## config.mk

```make
export PLATFORM = sky130hd
export DESIGN_NAME = escape_string_decoder_core
export DESIGN_NICKNAME = d
export VERILOG_FILES = /design/src/design/esd_pkg.sv /design/src/design/esd_decode.sv /design/src/design/esd_outbuf.sv /design/src/design/escape_string_decoder_core.sv
export SDC_FILE = /design/constraint.sdc
export NUM_CORES = 1
export LEC_CHECK = 0
export BUFFER_PORTS_ARGS = -buffer_cell sky130_fd_sc_hd__buf_2
export CAP_MARGIN = 20
export CORE_ASPECT_RATIO = 2
export CORE_MARGIN = 5
export CORE_UTILIZATION = 65
export CTS_CLUSTER_SIZE = 24
export DETAILED_ROUTE_END_ITERATION = 10
export PLACE_DENSITY = 0.85
export SLEW_MARGIN = 30
export SYNTH_ARGS = -nofsm -noshare
export SYNTH_HDL_FRONTEND = slang
export SYNTH_HIERARCHICAL = 1
export SYNTH_SLANG_ARGS = --single-unit
```

## constraint.sdc

```tcl
create_clock -name clk_i -period 25 [get_ports clk_i]
set_input_delay 5 -clock clk_i [delete_from_list [all_inputs] [get_ports clk_i]]
set_output_delay 5 -clock clk_i [all_outputs]
set_load 0.05 [all_outputs]
```

## src/design/esd_pkg.sv

```systemverilog
// Shared constants and types for the escape string decoder.
// No dependencies; every other design file imports this package.
`default_nettype none

package esd_pkg;

  localparam int unsigned LengthBitsDef = 16;
  localparam int unsigned OutLenW       = 16;
  localparam int unsigned ResMax        = 3;

  localparam logic [7:0] EscByte = 8'h1B;
  localparam logic [7:0] BelByte = 8'h07;
  localparam logic [7:0] CrByte  = 8'h0D;
  localparam logic [7:0] DelByte = 8'h7F;

  // Results settled by one input character, handed from decoder to output stage.
  typedef struct packed {
    logic [ResMax-1:0][7:0] data;
    logic [1:0]             cnt;    // number of beats, 0 when nothing to send
    logic                   fin;    // group ends the string
    logic                   empty;  // string decoded to nothing on its final beat
    logic [OutLenW-1:0]     len;    // decoded byte count, meaningful with fin
  } grp_t;

endpackage

`default_nettype wire

```

## src/design/esd_decode.sv

```systemverilog
// Decoder state and per-character logic: prefix, escape and append handling.
// Depends on esd_pkg; produces one result group per registered character.
`default_nettype none

module esd_decode #(
  parameter int unsigned LENGTH_BITS = esd_pkg::LengthBitsDef
) (
  input  logic          clk_i,
  input  logic          rst_ni,
  input  logic [7:0]    byte_i,
  input  logic          last_i,
  input  logic          advance_i,
  output esd_pkg::grp_t grp_o
);
  import esd_pkg::*;

  localparam int unsigned CntW = (LENGTH_BITS < OutLenW) ? LENGTH_BITS : OutLenW;

  localparam logic [7:0] Bslash = 8'h5C;
  localparam logic [7:0] Caret  = 8'h5E;

  typedef enum logic [2:0] {PhStart, PhSawM, PhSawDash, PhSkipWs, PhBody} phase_e;
  typedef enum logic [2:0] {EsNone, EsBslash, EsOct1, EsOct2, EsCaret} esc_e;
  typedef enum logic [1:0] {LdNone, LdEsc, LdOsc, LdOther} lead_e;

  typedef struct packed {
    logic [ResMax-1:0][7:0] data;
    logic [1:0]             cnt;
    logic [7:0]             prev;
    lead_e                  lead;
  } acc_t;

  phase_e          ph_q, ph_d;
  esc_e            es_q, es_d;
  logic [5:0]      oct_q, oct_d;
  logic [7:0]      prev_q;
  lead_e           lead_q;
  logic            app_q, app_d;
  logic [CntW-1:0] cnt_q, cnt_sat;
  logic [CntW:0]   cnt_sum;

  acc_t       acc;
  logic [1:0] n_emit;
  logic       do_body, do_plain, is_oct, is_space;
  logic [7:0] upc, kind;

  // Append one decoded byte and track the start of the output.
  function automatic acc_t push(acc_t a, logic [7:0] b);
    acc_t r;
    r = a;
    case (a.cnt)
      2'd0:    r.data[0] = b;
      2'd1:    r.data[1] = b;
      default: r.data[2] = b;
    endcase
    r.cnt  = a.cnt + 2'd1;
    r.prev = b;
    case (a.lead)
      LdNone:  r.lead = (b == EscByte) ? LdEsc : LdOther;
      LdEsc:   r.lead = (b == "]") ? LdOsc : LdOther;
      default: r.lead = a.lead;
    endcase
    return r;
  endfunction

  assign is_oct   = (byte_i >= "0") && (byte_i <= "7");
  assign is_space = (byte_i == " ") || ((byte_i >= 8'h09) && (byte_i <= 8'h0D));
  assign upc      = ((byte_i >= "a") && (byte_i <= "z")) ? (byte_i - 8'd32) : byte_i;

  always_comb begin
    acc      = '{data: '0, cnt: 2'd0, prev: prev_q, lead: lead_q};
    ph_d     = ph_q;
    es_d     = es_q;
    oct_d    = oct_q;
    app_d    = app_q;
    do_body  = 1'b0;
    do_plain = 1'b0;
    kind     = 8'h00;

    unique case (ph_q)
      PhStart: begin
        if (byte_i == "M") begin
          ph_d = PhSawM;
        end else begin
          ph_d    = PhBody;
          do_body = 1'b1;
        end
      end
      PhSawM: begin
        if (byte_i == "-") begin
          acc  = push(acc, EscByte);
          ph_d = PhSawDash;
        end else begin
          acc     = push(acc, "M");
          ph_d    = PhBody;
          do_body = 1'b1;
        end
      end
      PhSawDash: begin
        if (upc == "X") begin
          acc   = push(acc, "x");
          app_d = 1'b1;
          ph_d  = PhSkipWs;
        end else begin
          ph_d    = PhBody;
          do_body = 1'b1;
        end
      end
      PhSkipWs: begin
        if (!is_space) begin
          ph_d    = PhBody;
          do_body = 1'b1;
        end
      end
      default: begin
        ph_d    = PhBody;
        do_body = 1'b1;
      end
    endcase

    if (do_body) begin
      unique case (es_q)
        EsBslash: begin
          es_d = EsNone;
          if (is_oct) begin
            oct_d = {3'b000, byte_i[2:0]};
            es_d  = EsOct1;
          end else begin
            case (byte_i)
              "a":      acc = push(acc, BelByte);
              "b":      acc = push(acc, 8'h08);
              "E", "e": acc = push(acc, EscByte);
              "n":      acc = push(acc, 8'h0A);
              "r":      acc = push(acc, CrByte);
              "t":      acc = push(acc, 8'h09);
              default:  acc = push(acc, byte_i);
            endcase
          end
        end
        EsOct1: begin
          if (is_oct) begin
            oct_d = {oct_q[2:0], byte_i[2:0]};
            es_d  = EsOct2;
          end else begin
            es_d     = EsNone;
            acc      = push(acc, {2'b00, oct_q});
            do_plain = 1'b1;
          end
        end
        EsOct2: begin
          es_d = EsNone;
          if (is_oct) begin
            // third digit: value times eight plus digit, kept to a byte
            acc = push(acc, {oct_q[4:0], byte_i[2:0]});
          end else begin
            acc      = push(acc, {2'b00, oct_q});
            do_plain = 1'b1;
          end
        end
        EsCaret: begin
          es_d = EsNone;
          acc  = push(acc, (upc == "?") ? DelByte : (upc - 8'd64));
        end
        default: begin
          es_d     = EsNone;
          do_plain = 1'b1;
        end
      endcase
    end

    if (do_plain) begin
      if (byte_i == Bslash) begin
        es_d = EsBslash;
      end else if (byte_i == Caret) begin
        es_d = EsCaret;
      end else begin
        acc = push(acc, byte_i);
      end
    end

    if (last_i) begin
      if (ph_d == PhSawM) begin
        acc = push(acc, "M");
      end
      if ((es_d == EsOct1) || (es_d == EsOct2)) begin
        acc = push(acc, {2'b00, oct_d});
      end
      if (acc.lead == LdOsc) begin
        kind = BelByte;
      end else if (app_d) begin
        kind = CrByte;
      end
      if ((kind != 8'h00) && (acc.lead != LdNone) && (acc.prev != kind)) begin
        acc = push(acc, kind);
      end
    end
  end

  assign n_emit  = acc.cnt;
  assign cnt_sum = {1'b0, cnt_q} + (CntW + 1)'(n_emit);
  // Saturate: any carry out means the count passed all ones.
  assign cnt_sat = cnt_sum[CntW] ? {CntW{1'b1}} : cnt_sum[CntW-1:0];

  always_comb begin
    grp_o.data  = acc.data;
    grp_o.cnt   = acc.cnt;
    grp_o.fin   = last_i;
    grp_o.empty = 1'b0;
    grp_o.len   = OutLenW'(cnt_sat);
    if (last_i && (acc.cnt == 2'd0)) begin
      grp_o.data  = '0;
      grp_o.cnt   = 2'd1;
      grp_o.empty = 1'b1;
    end
  end

  always_ff @(posedge clk_i or negedge rst_ni) begin
    if (!rst_ni) begin
      ph_q   <= PhStart;
      es_q   <= EsNone;
      oct_q  <= '0;
      prev_q <= '0;
      lead_q <= LdNone;
      app_q  <= 1'b0;
      cnt_q  <= '0;
    end else if (advance_i) begin
      if (last_i) begin
        ph_q   <= PhStart;
        es_q   <= EsNone;
        oct_q  <= '0;
        prev_q <= '0;
        lead_q <= LdNone;
        app_q  <= 1'b0;
        cnt_q  <= '0;
      end else begin
        ph_q   <= ph_d;
        es_q   <= es_d;
        oct_q  <= oct_d;
        prev_q <= acc.prev;
        lead_q <= acc.lead;
        app_q  <= app_d;
        cnt_q  <= cnt_sat;
      end
    end
  end

endmodule

`default_nettype wire

```

## src/design/esd_outbuf.sv

```systemverilog
// Result register: holds one group of up to three decoded bytes and sends them
// one beat at a time on the master stream. Depends on esd_pkg.
`default_nettype none

module esd_outbuf (
  input  logic          clk_i,
  input  logic          rst_ni,
  input  esd_pkg::grp_t grp_i,
  input  logic          load_i,
  output logic          free_o,
  output logic          m_axis_tvalid,
  input  logic          m_axis_tready,
  output logic [23:0]   m_axis_tdata,  // [7:0] out_byte, [23:8] out_length
  output logic          m_axis_tlast,  // out_last
  output logic          m_axis_tuser   // out_empty
);
  import esd_pkg::*;

  grp_t       grp_q;
  logic       valid_q;
  logic [1:0] idx_q;
  logic       last_beat, beat;
  logic [7:0] cur_byte;

  assign last_beat = (idx_q == (grp_q.cnt - 2'd1));
  assign beat      = valid_q && m_axis_tready;
  assign free_o    = !valid_q || (m_axis_tready && last_beat);

  always_comb begin
    case (idx_q)
      2'd0:    cur_byte = grp_q.data[0];
      2'd1:    cur_byte = grp_q.data[1];
      default: cur_byte = grp_q.data[2];
    endcase
  end

  assign m_axis_tvalid = valid_q;
  assign m_axis_tlast  = grp_q.fin && last_beat;
  assign m_axis_tuser  = grp_q.empty;
  assign m_axis_tdata  = {(m_axis_tlast ? grp_q.len : {OutLenW{1'b0}}), cur_byte};

  always_ff @(posedge clk_i or negedge rst_ni) begin
    if (!rst_ni) begin
      valid_q <= 1'b0;
      idx_q   <= 2'd0;
    end else if (load_i) begin
      valid_q <= 1'b1;
      idx_q   <= 2'd0;
    end else if (beat) begin
      if (last_beat) begin
        valid_q <= 1'b0;
        idx_q   <= 2'd0;
      end else begin
        idx_q <= idx_q + 2'd1;
      end
    end
  end

  // Group payload needs no reset.
  always_ff @(posedge clk_i) begin
    if (load_i) begin
      grp_q <= grp_i;
    end
  end

endmodule

`default_nettype wire

```

## src/design/escape_string_decoder_core.sv

```systemverilog
// Escape string decoder: takes one string character per beat (tlast on the final
// one) and returns the decoded bytes, with the decoded length on the final beat.
// A character is taken every cycle as long as each one yields at most one byte
// and the master stream takes every beat; a character that settles more bytes
// (at most three) holds back the next character with output, since the result
// register sends one byte per beat. The first result of a character passes the
// input register, then the result register, before it is presented.
// A string that decodes to nothing ends with one beat flagged in tuser.
// Depends on esd_pkg, esd_decode and esd_outbuf.
`default_nettype none

module escape_string_decoder_core #(
  parameter int unsigned LENGTH_BITS = esd_pkg::LengthBitsDef
) (
  input  logic        clk_i,
  input  logic        rst_ni,
  input  logic        s_axis_tvalid,
  output logic        s_axis_tready,
  input  logic [7:0]  s_axis_tdata,  // [7:0] in_byte
  input  logic        s_axis_tlast,  // in_last
  output logic        m_axis_tvalid,
  input  logic        m_axis_tready,
  output logic [23:0] m_axis_tdata,  // [7:0] out_byte, [23:8] out_length
  output logic        m_axis_tlast,  // out_last
  output logic        m_axis_tuser   // out_empty
);
  import esd_pkg::*;

  logic       in_valid_q;
  logic [7:0] in_byte_q;
  logic       in_last_q;
  grp_t       grp;
  logic       free, process, load;

  // Characters that produce nothing only update state and need no output slot.
  assign process       = in_valid_q && ((grp.cnt == 2'd0) || free);
  assign load          = process && (grp.cnt != 2'd0);
  assign s_axis_tready = !in_valid_q || process;

  always_ff @(posedge clk_i or negedge rst_ni) begin
    if (!rst_ni) begin
      in_valid_q <= 1'b0;
    end else if (s_axis_tready) begin
      in_valid_q <= s_axis_tvalid;
    end
  end

  always_ff @(posedge clk_i) begin
    if (s_axis_tvalid && s_axis_tready) begin
      in_byte_q <= s_axis_tdata;
      in_last_q <= s_axis_tlast;
    end
  end

  esd_decode #(
    .LENGTH_BITS(LENGTH_BITS)
  ) u_decode (
    .clk_i    (clk_i),
    .rst_ni   (rst_ni),
    .byte_i   (in_byte_q),
    .last_i   (in_last_q),
    .advance_i(process),
    .grp_o    (grp)
  );

  esd_outbuf u_outbuf (
    .clk_i        (clk_i),
    .rst_ni       (rst_ni),
    .grp_i        (grp),
    .load_i       (load),
    .free_o       (free),
    .m_axis_tvalid(m_axis_tvalid),
    .m_axis_tready(m_axis_tready),
    .m_axis_tdata (m_axis_tdata),
    .m_axis_tlast (m_axis_tlast),
    .m_axis_tuser (m_axis_tuser)
  );

`ifndef SYNTHESIS
  a_empty_is_final: assert property (@(posedge clk_i) disable iff (!rst_ni)
    (m_axis_tvalid && m_axis_tuser) |-> (m_axis_tlast && (m_axis_tdata[7:0] == 8'h00)))
    else $error("empty beat is not a zero final beat");

  a_len_only_final: assert property (@(posedge clk_i) disable iff (!rst_ni)
    (m_axis_tvalid && !m_axis_tlast) |-> (m_axis_tdata[23:8] == 16'h0000))
    else $error("length shown on a non-final beat");

  a_load_when_free: assert property (@(posedge clk_i) disable iff (!rst_ni)
    load |-> free)
    else $error("result group loaded over unsent beats");

  a_final_group_sent: assert property (@(posedge clk_i) disable iff (!rst_ni)
    (process && in_last_q) |=> m_axis_tvalid)
    else $error("final character left no result");
`endif

endmodule

`default_nettype wire

```

==> results.py <==
metrics = {
    "cts": {
        "clock_sinks": 96,
        "ctsLongestPathBuffers": 2,
        "cts_made_buffers": 9,
        "root_buffer": "clkbuf_16",
        "post_cts_resized": 0,
        "clk_pin_slew_ns": 0.07,
        "cts_setup_buffers": 0,
        "worstSkewPairLatency_ns": 0.35,
        "hold_buffers": 0,
        "cts_tree": "done",
        "h-tree-depth": 3,
    },
    "placement": {
        "portBuffers": 40,
        "dp.cells": 1049,
        "hpwl_um": 23500,
        "gp_congestion": 1.13,
    },
    "grt": {
        "grt-ovfl-total": 0,
        "grt_pass1_wl_um": 49500,
        "track_usage_pct": 45.3,
        "antenna_found_initial": 0,
        "grt_max_degree": 51,
        "first_global_vias": 8246,
    },
    "route": {
        "routedWlPerCell_um": 31.1,
        "viasPerCell": 8.03,
        "wl_um": 33100,
        "vias": 8547,
        "first_pass_iters": 6,
        "drcViolationCount": 0,
        "drtIter0Drc": 1517,
        "drtAntennaViolNets": 0,
    },
    "synth": {
        "syn_nets": 944,
        "synth_edf_count": 53,
        "syn_area_um2": 7960,
        "async_reset_ff_share_pct": 44.8,
        "ys_ff_latch": 96,
        "synth_cell_types": 107,
        "syn_area_per_cell_um2": 8.72,
        "netlist_instances": 913,
        "yosys_warnings": 6,
        "synth_flop_cell": "edfxtp_1",
        "ys_seq_area_share_pct": 33.5,
    },
    "die": {
        "die_width_um": 88.3,
        "die_area_um2": 14700,
        "io_pins": 41,
        "die_h_um": 167,
        "initial_utilization_pct": 65.7,
        "core_area_um2": 12100,
        "fp-row-count": 57,
    },
    "timing": {
        "drv_slew": 0,
        "finalHoldViolCount": 0,
        "fin_skew_ns": 0.0101,
        "worst_pin_slew_ns": 1.02,
        "min_period_over_period_pct": 55.2,
        "setup_viol": 0,
        "finalSetupTns_ns": 0,
        "min_period_ns": 13.80,
        "rsz0062_at_grt": "false",
        "worst_hold_slack_ns": 0.507,
        "fmax_mhz": 72.5,
        "slew_headroom_pct": 31.8,
    },
    "critical_path": {
        "slowest_stage": "edfxtp_1",
        "worst_r2r_startpoint": "in_byte_q[6]",
        "cp_common_cell": "ha_1",
        "critPathLaunchType": "flip-flop",
        "crit_arrival_ns": 8.80,
        "worstSetupStartpoint": "in_byte_q[6]",
        "critical_path_class": "reg -> out",
        "cp_slowest_stage_delay_ns": 0.80,
        "end_kind": "primary output",
        "crit_fanout": 18,
        "worstPathRequired_ns": 20.00,
    },
    "min_path": {
        "hp-start": "u_decode/prev_q[0]",
        "hp-class": "reg -> reg",
    },
    "cells_and_area": {
        "drive_above_1_share_pct": 15.0,
        "fin_cells": 1065,
        "nets": 944,
        "diodes": 0,
        "area_growth_pct": 6.52,
    },
    "power_and_ir_drop": {
        "p_leak_uw": 0.00338,
        "peakVddDrop_uv": 169,
        "finalPower_uw": 1270,
        "p_per_area_nw_per_um2": 149,
    },
    "status": {
        "status": "completed",
    },
    "run": {
        "drv_cap": 0,
    },
}
==> layout make-up <==
| type | count | area [um^2] |
|---|---|---|
| clock inverters | 7 | 70.1 |
| inverters | 31 | 119 |
| multi-input cells | 713 | 4850 |
| flip-flops and latches | 96 | 2670 |
| fillers | 893 | 3640 |
| clock buffers | 9 | 225 |
| well taps | 147 | 184 |
| repair buffers | 62 | 368 |
==> cells by family after synthesis <==
group / share of synthesized area, %
DFF: 33.5
muxes: 2.11
xor gates and xnor gates: 2.07
and+or+nand+nor: 23.7
adders and majority gates: 3.05
AOI/OAI and AO/OA: 29.7
buffers and inverters: 5.94
==> worst paths after layout <==
path | depth (start not counted) | to | slack, ns
max reg2reg | 35 | u_decode/cnt_q[12] | 14.68
min | 1 | u_decode/prev_q[0] | 0.51
max in group asynchronous | 1 | in_valid_q | 19.93
min reg2reg | 1 | u_decode/prev_q[0] | 0.51
min in group asynchronous | 1 | u_decode/oct_q[0] | 4.64
max | 30 | s_axis_tready | 11.20
==> worst max-delay path, delay by kind of cell, from the launching register on <==
kind                     cells  cell delay, ns
AO/OA/AOI/OAI               12            3.00
adder cells (fa/ha/maj)      7            2.19
AND/OR/NAND/NOR              8            1.66
flip-flops                   1            0.80
buffers and inverters        2            0.47
multiplexers                 1            0.32
==> synthesized netlist by cell type (all sizes together) (7+ instances only) <==
master	instances	share of area [%]
nand2	86	4.1
nor2	62	3.0
o21ai	57	3.6
a21oi	56	3.5
edfxtp	53	20
clkbuf	51	2.4
dfrtp	43	14
nand3	33	2.1
inv	29	1.4
a22o	28	3.1
nor3	28	1.9
and3	27	2.1
buf	22	2.0
and3b	19	2.1
ha	17	2.7
a211oi	16	1.8
xnor2	16	1.9
a31oi	15	1.4
a22oi	14	1.3
nor2b	12	0.94
o2bb2ai	12	1.3
nand2b	11	0.86
a31o	10	1.1
nor3b	10	1.0
o22ai	10	0.79
mux2i	9	1.5
o31ai	9	1.2
or3	9	0.71
nor4	8	0.71
o21a	8	0.75
a221o	7	0.88
or4	7	0.66
==> per-stage QoR <==
stage          cell area, um^2  setup slack, ns  utilization (%)
3_3_place_gp              8160            12.31             67.3
5_1_grt                   8480            10.77             70.0
4_1_cts                   8470            11.40             69.8
6_report                  8480            11.20             70.0
2_1_floorplan             7960            13.07                -
3_5_place_dp              8170            11.99             67.4
==> placed cells by master (no fill, tap or decap), types with 8 or more instances in the layout <==
cell type,netlist,final
nand2b_1,11,11
a22o_1,28,28
a31oi_1,14,14
xnor2_1,15,15
buf_4,6,23
inv_1,26,26
a21oi_1,56,56
o2bb2ai_1,12,12
o22ai_1,10,10
or3_1,9,9
o21a_1,8,8
nor3_1,25,25
ha_1,17,17
edfxtp_1,53,53
nand2_1,85,85
buf_2,7,39
a22oi_1,14,14
o21ai_0,51,51
a31o_2,9,9
a211oi_1,11,11
clkbuf_16,0,9
nand3_1,33,33
and3b_1,19,19
nor2b_1,12,12
nor2_1,60,60
and3_1,27,27
dfrtp_1,43,43
nor3b_1,9,9
==> state kept, by name (all words and copies together), names as in the netlist <==
signal and count:
u_decode/prev_q 8, u_outbuf/idx_q 2, u_outbuf/m_axis_tvalid 1, in_byte_q 8, u_outbuf/grp_q 43, u_decode/es_q 3
in_last_q 1, u_decode/lead_q 2, u_decode/app_q 1, in_valid_q 1, u_decode/ph_q 3, u_outbuf/m_axis_tuser 1
u_decode/oct_q 6, u_decode/cnt_q 16
==> per-layer routing <==
layer	track usage [%]	wire length (um)
met1	48.4	10000
met2	72.8	15700
met3	9.19	3330
met4	39.7	4050
met5	0	0
==> power breakdown <==
group	internal, uW	switching, uW
clock network	70.6	67.7
registers	254	46.5
logic	254	574
total	579	688
(Power assumes the default switching activity.)
